### src/hdl/adf_pkg.sv
// ----------------------------------------------------------------------------
// adf_pkg
// shared types, character codes and fraction table for the decimal to
// Q15.16 converter
// ----------------------------------------------------------------------------
`timescale 1ns / 1ps
`default_nettype none

package adf_pkg;

  localparam int unsigned MAX_FRACTION_DIGITS = 6;
  localparam int unsigned TABLE_LEN           = 9;

  localparam logic [14:0] WHOLE_LIMIT = 15'd32767;
  localparam logic [31:0] ONE_Q16     = 32'h0001_0000;
  localparam logic [31:0] MAX_MAG     = 32'h7FFF_FFFF;

  localparam logic [7:0] CH_MINUS = 8'h2D;
  localparam logic [7:0] CH_SLASH = 8'h2F;
  localparam logic [7:0] CH_DOT   = 8'h2E;
  localparam logic [7:0] CH_NL    = 8'h0A;
  localparam logic [7:0] CH_EOD   = 8'h00;
  localparam logic [7:0] CH_ZERO  = 8'h30;
  localparam logic [7:0] CH_NINE  = 8'h39;

  localparam logic [1:0] STOP_OTHER = 2'd0;
  localparam logic [1:0] STOP_SLASH = 2'd1;
  localparam logic [1:0] STOP_NL    = 2'd2;
  localparam logic [1:0] STOP_EOD   = 2'd3;

  typedef struct packed {
    logic        at_start;
    logic        negative;
    logic        in_fraction;
    logic [14:0] whole_part;
    logic [31:0] fraction_sum;
    logic [3:0]  fraction_digits;
    logic        clamped;
  } parse_state_t;

  localparam parse_state_t STATE_CLEAR = '{
    at_start:        1'b1,
    negative:        1'b0,
    in_fraction:     1'b0,
    whole_part:      15'd0,
    fraction_sum:    32'd0,
    fraction_digits: 4'd0,
    clamped:         1'b0
  };

  typedef struct packed {
    logic [31:0] fixed_value;
    logic [1:0]  stop_kind;
    logic        saturated;
  } result_t;

  // floor(2^32 / 10^(k+1))
  function automatic logic [31:0] tenth_power(input logic [3:0] k);
    logic [31:0] v;
    unique case (k)
      4'd0:    v = 32'd429496729;
      4'd1:    v = 32'd42949672;
      4'd2:    v = 32'd4294967;
      4'd3:    v = 32'd429496;
      4'd4:    v = 32'd42949;
      4'd5:    v = 32'd4294;
      4'd6:    v = 32'd429;
      4'd7:    v = 32'd42;
      4'd8:    v = 32'd4;
      default: v = 32'd0;
    endcase
    return v;
  endfunction

endpackage

`default_nettype wire

### src/hdl/adf_step.sv
// ----------------------------------------------------------------------------
// adf_step
// next parse state and result for one text byte
// ----------------------------------------------------------------------------
`timescale 1ns / 1ps
`default_nettype none

module adf_step
  import adf_pkg::*;
(
  input  wire logic [7:0]   text_byte,
  input  wire parse_state_t cur,
  output parse_state_t      nxt,
  output logic              emit,
  output result_t           res
);

  logic        is_digit;
  logic [3:0]  digit;
  logic [18:0] whole_wide;
  logic [14:0] whole_sat;
  logic        whole_ovf;
  logic        frac_take;
  logic [35:0] frac_prod;
  logic [32:0] frac_round;
  logic [32:0] mag;
  logic [31:0] mag_sat;
  logic [31:0] fin_value;
  logic [1:0]  kind;
  parse_state_t dig_state;

  assign is_digit = (text_byte >= CH_ZERO) && (text_byte <= CH_NINE);
  assign digit    = 4'(text_byte - CH_ZERO);

  // integer digit: whole * 10 + d with clamp
  assign whole_wide = ({4'd0, cur.whole_part} << 3) + ({4'd0, cur.whole_part} << 1)
                    + {15'd0, digit};
  assign whole_ovf  = whole_wide > {4'd0, WHOLE_LIMIT};
  assign whole_sat  = whole_ovf ? WHOLE_LIMIT : whole_wide[14:0];

  // fraction digit: d * 10^-(k+1) scaled by 2^32, k = fraction digits taken so far
  assign frac_take = (32'(cur.fraction_digits) < 32'(MAX_FRACTION_DIGITS))
                  && (32'(cur.fraction_digits) < 32'(TABLE_LEN));
  assign frac_prod = {32'd0, digit} * {4'd0, tenth_power(cur.fraction_digits)};

  always_comb begin
    dig_state = cur;
    dig_state.at_start = 1'b0;
    if (cur.in_fraction) begin
      if (frac_take) begin
        dig_state.fraction_sum    = cur.fraction_sum + frac_prod[31:0];
        dig_state.fraction_digits = cur.fraction_digits + 4'd1;
      end
    end else begin
      dig_state.whole_part = whole_sat;
      if (whole_ovf) begin
        dig_state.clamped = 1'b1;
      end
    end
  end

  // value of the number held so far
  assign frac_round = {1'b0, cur.fraction_sum} + 33'h0_0000_8000;
  assign mag        = {2'b0, cur.whole_part, 16'd0} + {16'd0, frac_round[32:16]};
  assign mag_sat    = (mag > {1'b0, MAX_MAG}) ? MAX_MAG : mag[31:0];
  assign fin_value  = cur.negative ? (32'd0 - mag_sat) : mag_sat;

  always_comb begin
    priority if (text_byte == CH_EOD)   kind = STOP_EOD;
    else if (text_byte == CH_NL)        kind = STOP_NL;
    else if (text_byte == CH_SLASH)     kind = STOP_SLASH;
    else                                kind = STOP_OTHER;
  end

  always_comb begin
    nxt  = cur;
    emit = 1'b0;
    res  = '{fixed_value: fin_value, stop_kind: kind, saturated: cur.clamped};
    if (cur.at_start) begin
      priority if (text_byte == CH_SLASH) begin
        emit = 1'b1;
        res  = '{fixed_value: ONE_Q16, stop_kind: STOP_SLASH, saturated: 1'b0};
        nxt  = STATE_CLEAR;
      end else if (text_byte == CH_EOD) begin
        emit = 1'b1;
        nxt  = STATE_CLEAR;
      end else if (text_byte == CH_MINUS) begin
        nxt.at_start = 1'b0;
        nxt.negative = 1'b1;
      end else if (text_byte == CH_DOT) begin
        nxt.at_start    = 1'b0;
        nxt.in_fraction = 1'b1;
      end else if (is_digit) begin
        nxt = dig_state;
      end else begin
        nxt.at_start = 1'b0;
      end
    end else begin
      priority if (is_digit) begin
        nxt = dig_state;
      end else if (text_byte == CH_DOT) begin
        nxt.in_fraction = 1'b1;
      end else begin
        emit = 1'b1;
        nxt  = STATE_CLEAR;
      end
    end
  end

endmodule

`default_nettype wire

### src/hdl/adf_out_skid.sv
// ----------------------------------------------------------------------------
// adf_out_skid
// two-entry result buffer, output register plus skid register
// ----------------------------------------------------------------------------
`timescale 1ns / 1ps
`default_nettype none

module adf_out_skid
  import adf_pkg::*;
(
  input  wire logic    clk,
  input  wire logic    rst_n,
  input  wire logic    push,
  input  wire result_t push_data,
  output logic         full,
  output logic         out_valid,
  input  wire logic    out_stall,
  output result_t      out_data
);

  logic    main_valid_r, main_valid_nxt;
  logic    skid_valid_r, skid_valid_nxt;
  result_t main_r, main_nxt;
  result_t skid_r, skid_nxt;
  logic    pop;

  assign pop = main_valid_r && !out_stall;

  always_comb begin
    main_valid_nxt = main_valid_r;
    skid_valid_nxt = skid_valid_r;
    main_nxt       = main_r;
    skid_nxt       = skid_r;
    if (skid_valid_r) begin
      if (pop) begin
        main_nxt       = skid_r;
        skid_valid_nxt = 1'b0;
      end
    end else if (push) begin
      if (!main_valid_r || pop) begin
        main_nxt       = push_data;
        main_valid_nxt = 1'b1;
      end else begin
        skid_nxt       = push_data;
        skid_valid_nxt = 1'b1;
      end
    end else if (pop) begin
      main_valid_nxt = 1'b0;
    end
  end

  always_ff @(posedge clk) begin
    if (!rst_n) begin
      main_valid_r <= 1'b0;
      skid_valid_r <= 1'b0;
    end else begin
      main_valid_r <= main_valid_nxt;
      skid_valid_r <= skid_valid_nxt;
    end
  end

  always_ff @(posedge clk) begin
    main_r <= main_nxt;
    skid_r <= skid_nxt;
  end

  assign full      = skid_valid_r;
  assign out_valid = main_valid_r;
  assign out_data  = main_r;

endmodule

`default_nettype wire

### src/hdl/ascii_decimal_to_fixed_unit.sv
// ----------------------------------------------------------------------------
// ascii_decimal_to_fixed_unit
// decimal text bytes in, signed Q15.16 numbers with terminator kind out
// ----------------------------------------------------------------------------
// output: each result is registered in the output buffer, then shown on out_valid
// throughput: one text byte per cycle while in_stall is low; the parse state update is a
//   single registered pass, and a two-entry output buffer keeps input flowing
// reset: synchronous rst_n clears the parse state and empties the output buffer
`timescale 1ns / 1ps
`default_nettype none

module ascii_decimal_to_fixed_unit
  import adf_pkg::*;
(
  input  wire logic              clk,
  input  wire logic              rst_n,
  input  wire logic              in_valid,
  output logic                   in_stall,
  input  wire logic [7:0]        in_text_byte,
  output logic                   out_valid,
  input  wire logic              out_stall,
  output logic signed [31:0]     out_fixed_value,
  output logic [1:0]             out_stop_kind,
  output logic                   out_saturated
);

  parse_state_t state_r, state_nxt;
  logic         emit;
  result_t      res;
  result_t      out_data;
  logic         buf_full;
  logic         in_beat;

  assign in_stall = buf_full;
  assign in_beat  = in_valid && !buf_full;

  adf_step u_step (
    .text_byte (in_text_byte),
    .cur       (state_r),
    .nxt       (state_nxt),
    .emit      (emit),
    .res       (res)
  );

  always_ff @(posedge clk) begin
    if (!rst_n) begin
      state_r <= STATE_CLEAR;
    end else if (in_beat) begin
      state_r <= state_nxt;
    end
  end

  adf_out_skid u_out (
    .clk       (clk),
    .rst_n     (rst_n),
    .push      (in_beat && emit),
    .push_data (res),
    .full      (buf_full),
    .out_valid (out_valid),
    .out_stall (out_stall),
    .out_data  (out_data)
  );

  assign out_fixed_value = out_data.fixed_value;
  assign out_stop_kind   = out_data.stop_kind;
  assign out_saturated   = out_data.saturated;

endmodule

`default_nettype wire
### config.mk
export PLATFORM = sky130hd
export DESIGN_NAME = ascii_decimal_to_fixed_unit
export DESIGN_NICKNAME = d
export VERILOG_FILES = /design/src/hdl/adf_pkg.sv /design/src/hdl/adf_step.sv /design/src/hdl/adf_out_skid.sv /design/src/hdl/ascii_decimal_to_fixed_unit.sv
export SDC_FILE = /design/constraint.sdc
export NUM_CORES = 1
export LEC_CHECK = 0
export BUFFER_PORTS_ARGS = -buffer_cell sky130_fd_sc_hd__buf_2
export CAP_MARGIN = 20
export CORE_UTILIZATION = 30
export CTS_CLUSTER_DIAMETER = 40
export DETAILED_ROUTE_END_ITERATION = 6
export GPL_TIMING_DRIVEN = 0
export HOLD_SLACK_MARGIN = 0.1
export PLACE_DENSITY_LB_ADDON = 0.15
export SYNTH_ARGS = -nofsm -noshare
export SYNTH_HDL_FRONTEND = slang
export SYNTH_SLANG_ARGS = --single-unit
### constraint.sdc
create_clock -name clk -period 6.77 [get_ports clk]
set_input_delay 0.3385 -clock clk [delete_from_list [all_inputs] [get_ports clk]]
set_output_delay 0.3385 -clock clk [all_outputs]
set_load 0.03 [all_outputs]
# Yosys cells after proc, flatten, opt, wreduce, memory -nomap -nowiden
# Memories as Yosys holds them, arrays and structs flattened. A register that Yosys moved wholly into a read port is not among the register bits.
# Cells that the tools add are included.
# word_totals
register_bits,127
latchBits,0
mem_bits_rw,0
rom_bits,432
in_bits,12
output_inout_bits,37
n_memories,1
# op_classes
n_addsub,8
multipliers,1
n_div,0
order_cmp,6
eq_ne,17
shifts,0
n_mux,44
bitwise_logic,2
n_reduce_logical,19
# memory_table
name,words,word_bits,rd,rd_ports_with_merged_regs,wr,line,text
(name not given),16,27,1,1,0,adf_pkg.sv:60,unique case (k)
# op_table
op,n
$mux W55,4
$mux W35,6
$mux W52,3
$mux W36,2
$mux W32,2
$mux W53,1
$add A32 B16 Y33 const B,1
$gt A33 B31 Y1 const B,1
$add A31 B17 Y32,1
$add A32 B32 Y32,1
$mul A4 B32 Y32,1
$sub A1 B32 Y32 const A,1
$mux W15,2
$eq A8 B6 Y1 const B,3
$add A18 B16 Y19,1
$add A19 B4 Y19,1
$gt A19 B15 Y1 const B,1
$mux W1,19
$ne A4 B1 Y1 const B,4
$reduce_and A5 Y1,2
$reduce_and A3 Y1,3
$eq A8 B4 Y1 const B,1
$ge A8 B6 Y1 const B,1
$le A8 B6 Y1 const B,1
18 further kinds,34

# Logic depth before layout (Yosys ltp)
# depth
ltp_word,13
ltp_mapped,19
depth_no_buf,17

# Hierarchy
# A second synthesis with hierarchy kept.
# unflattened
hier_cells,1530
area_unflattened_um2,13087.6
# by_module_without_submodules
mod,n_inst,cells_per_inst,area_each_um2,seq_area_each_um2
adf_step,1,1168,8172.8,0.0
adf_out_skid,1,122,2658.8,2142.1
ascii_decimal_to_fixed_unit,1,240,2255.9,1101.1

# Least setup slack after synthesis
# Ideal clock, no wire load.
# synth_path
path_type,input to register
from,in in_text_byte[1]
to,reg state_r[36] (netlist name)
arrival_time_ns,4.681
t_required_ns,6.646
setup_slack_ns,1.965
stages,18
path_buffers,2
path_cell_list,clkbuf_1 -> clkbuf_1 -> and2_1 -> fa_1 -> fa_1 -> inv_1 -> fa_1 -> inv_1 -> ha_1 -> and3_1 -> nand3_1 -> o221a_2 -> o21ai_1 -> o21ai_1 -> a211oi_1 -> o21ai_1 -> mux2i_1 -> a2111o_1
# synth_between
elab_chain_cells,11
word_cells_on_any_way,24
# synth_lines
element,line,text
from (decl),ascii_decimal_to_fixed_unit.sv:19,"input wire logic [7:0] in_text_byte,"
$sub A4 B1 Y4,adf_step.sv:33,assign digit = 4'(text_byte - CH_ZERO);
$mul A4 B32 Y32,adf_step.sv:44,"assign frac_prod = {32'd0, digit} * {4'd0, tenth_power(cur.fraction_digits)};"
$add A32 B32 Y32,adf_step.sv:51,dig_state.fraction_sum = cur.fraction_sum + frac_prod[31:0];
$mux W36,adf_step.sv:50,if (frac_take) begin
$mux W36,adf_step.sv:49,if (cur.in_fraction) begin
$mux W52,adf_step.sv:93,end else if (is_digit) begin
$mux W52,adf_step.sv:90,end else if (text_byte == CH_DOT) begin
$mux W53,adf_step.sv:87,end else if (text_byte == CH_MINUS) begin
$mux W55,adf_step.sv:84,end else if (text_byte == CH_EOD) begin
$mux W55,adf_step.sv:80,priority if (text_byte == CH_SLASH) begin
$mux W55,adf_step.sv:79,if (cur.at_start) begin
to (signal assigned),ascii_decimal_to_fixed_unit.sv:49,state_r <= state_nxt;
to (decl),ascii_decimal_to_fixed_unit.sv:27,"parse_state_t state_r, state_nxt;"
# Several ways; a longest one is shown, not always the timed one. The select of a mux whose other input is x is not followed.
# A chain may end at the register's enable or synchronous reset.

# Worst setup path after layout
# Ends and elaborated chain as after synthesis.

==> impl_metrics.csv <==
group,metric,value,unit
drt,vias,9476,
timing,rsz0062_at_grt,"no",
global_route,grt_usage,16.0,%
timing,post-route-min-period,5.94,ns
cts,htreeDepth,4,
timing,hold_viol,0,
cts,cts_setup_buffers,0,
floorplan,core_area,0.0398,mm^2
yosys,syn-cell-area,0.0121,mm^2
hold_path,holdPathStages,3,
timing,fin_skew,0.0193,ns
worst_setup_path,critPathCapture,"state_r[36]",
global_route,first_global_vias,9619,
timing,finalMaxSlewViolations,0,
cts,clock_latency,0.45,ns
yosys,synth_nets,1568,
timing,max_freq,0.168,GHz
hold_path,hold_path.class,"in -> reg",
cts,ctsRootBufferMaster,"clkbuf_16",
yosys,synth_edf_count,70,
yosys,synth_seq_cells,147,
yosys,synth.yosys.warnings,0,
worst_setup_path,start_kind,"input port",
worst_setup_path,ff2ff_path_depth,16,
timing,setup_tns,0,ns
worst_setup_path,reg2reg_slack,1.32,ns
floorplan,die_x,203,um
finish,fillers,4229,
global_route,use_met3,2.92,%
yosys,synth_top_area_share,17.3,%
placement,hpwl,25.0,mm
global_route,grt_busiest_layer,"met2",
drt,wirelength,31.3,mm
yosys,ys.flop_type,"dfxtp_1",
cts,cts_resized,0,
yosys,synth_area_leaders,"edfxtp_1, dfxtp_1, fa_1, ha_1, inv_1",
global_route,use_met2,27.1,%
finish,drive_above_1_share,7.20,%
yosys,synth_area_per_cell,8.71,um^2
placement,dpl.cell_count,1965,
floorplan,floorplan.initialDensity,30.5,%
cts,cts_hold_buf,0,
timing,relSlewSlack,44.0,%
cts,cts_buffers,17,
yosys,ys_types,75,
drt,wl_per_cell,15.6,um
cts,cts_tree,"done",
worst_setup_path,crit_fanout,10,
floorplan,io_pins,49,
drt,drt_iter0_drc,400,
placement,io_buffers,47,
outcome,status,"completed",
floorplan,dieArea,0.0412,mm^2
worst_setup_path,end_kind,"flop",
power_and_ir_drop,power.density,171,mW/mm^2
global_route,grt_pass1_wl,51.6,mm
global_route,grt_max_degree,36,
drt,firstDrtPassIters,5,
yosys,synth_top_area_cell,"edfxtp_1",
drt,ant_nets,0,
timing,period_share,87.8,%
global_route,grt-ovfl-total,0,
finish,stdcell_count,1999,
cts,clk_pin_slew,0.07,ns
yosys,syn_inst,1392,
placement,place_congestion,0.801,
timing,worst_slew_pin_slew,0.818,ns
finish,final_nets,1635,
yosys,synthArstFlopShare,0,%
worst_setup_path,startpoint,"in_text_byte[1]",
worst_setup_path,path_class,"in -> reg",
cts,cts.sinks,147,
drt,route.detailed.drc,0,
worst_setup_path,worstPathArrival,6.27,ns
timing,setup_viol,0,
finish,syn_to_final_growth,12.2,%
run,cap_viol_max_count,0,
global_route,antenna_found_initial,0,
power_and_ir_drop,p_leak,6.02,nW
drt,via_per_inst,4.74,
finish,final_cell_mix,"inv_1, nand2_1, nor2_1",
worst_setup_path,critPathRequiredTime,7.10,ns
timing,fin_ws,0.829,ns
cts,cts_max_path_buffers,2,
yosys,seq_area_frac_synth,30.0,%
power_and_ir_drop,ir_drop,0.000137,V
placement,pre_cts_ws,0.318,ns
floorplan,placementRows,73,
finish,final_common_cell,"inv_1",
floorplan,die_y,203,um
worst_setup_path,reg2reg_to,"state_r[36]",
global_route,grtUsageMet1,20.6,%
[cells in the mapped netlist, types with 9 or more instances]
library cell and number:
a21o_1 16, a21oi_1 68, a22oi_1 9, a31oi_1 11, and2_1 77, and3_1 14, clkbuf_1 42, dfxtp_1 77
edfxtp_1 70, fa_1 77, ha_1 87, inv_1 153, mux2i_1 13, nand2_1 152, nand2b_1 10, nand3_1 31
nand4_1 12, nor2_1 119, nor2b_1 21, nor3_1 18, o21ai_0 89, o21ai_1 13, o31ai_1 14, or3_1 12
xnor2_1 44, xor2_1 38
[through the flow]
stage                     total power, mW  util, %  hold slack, ns  area (um^2)
after global placement               1.43     32.7           0.438        13000
final                                2.33     34.2           0.245        13600
after CTS                            2.37     34.2           0.219        13600
after floorplan                      1.32        -           0.425        12100
after detailed placement             1.44     32.8           0.445        13100
after global routing                 2.47     34.2           0.268        13600
[cell type report]
cell class	instances	area [um^2]	area share (%)
Sequential cell	147	3640	26.8
Inverter	154	578	4.25
Antenna cell	2	5.00	0.0368
Clock inverter	14	119	0.873
Clock buffer	18	429	3.15
Tap cell	525	657	4.83
Timing Repair Buffer	48	263	1.93
Buffer	53	213	1.56
Multi-Input combinational cell	1038	7710	56.6
[cell families after synthesis]
logic type                 share of synthesized area, %
xor gates and xnor gates                           5.92
AOI/OAI and AO/OA                                  14.6
muxes                                              1.44
buffers and inverters                              6.52
DFF                                                30.0
and+or+nand+nor                                    19.8
adders and majority gates                          21.7
[power breakdown]
group          total, mW  internal [mW]  switching, mW
Sequential         0.944          0.939        0.00499
Clock              0.920          0.479          0.441
Combinational      0.470          0.180          0.291
[worst min path at each step]
| stage | from | end |
|---|---|---|
| after CTS | out_stall | u_out.full |
| final | out_stall | u_out.full |
| after floorplan | state_r[17] | state_r[17] |
| after global routing | out_stall | u_out.full |
| after detailed placement | state_r[17] | state_r[17] |
| after global placement | state_r[17] | state_r[17] |
[worst max-delay path, cell delays in order]
cell and delay [ns]:
buf_2 0.11, clkbuf_1 0.35, clkbuf_1 0.45, and2_1 0.29
fa_1 0.46, fa_1 0.56, inv_1 0.05, fa_1 0.50
inv_1 0.04, ha_1 0.44, o211ai_1 0.15, nor3_1 0.18
o21ai_0 0.28, o21ai_1 0.48, o21ai_1 0.25, a211oi_1 0.59
o21ai_1 0.23, mux2i_1 0.16, a2111o_1 0.35
[per-layer routing]
metal | share of wire, % | vias up | wire length (um)
li1 | - | 4868 | -
met1 | 48 | 4466 | 15100
met2 | 47 | 111 | 14800
met3 | 2.9 | 31 | 911
met5 | 0 | - | 0
met4 | 1.7 | 0 | 524
Note: power is estimated with default switching activity, not from simulation.
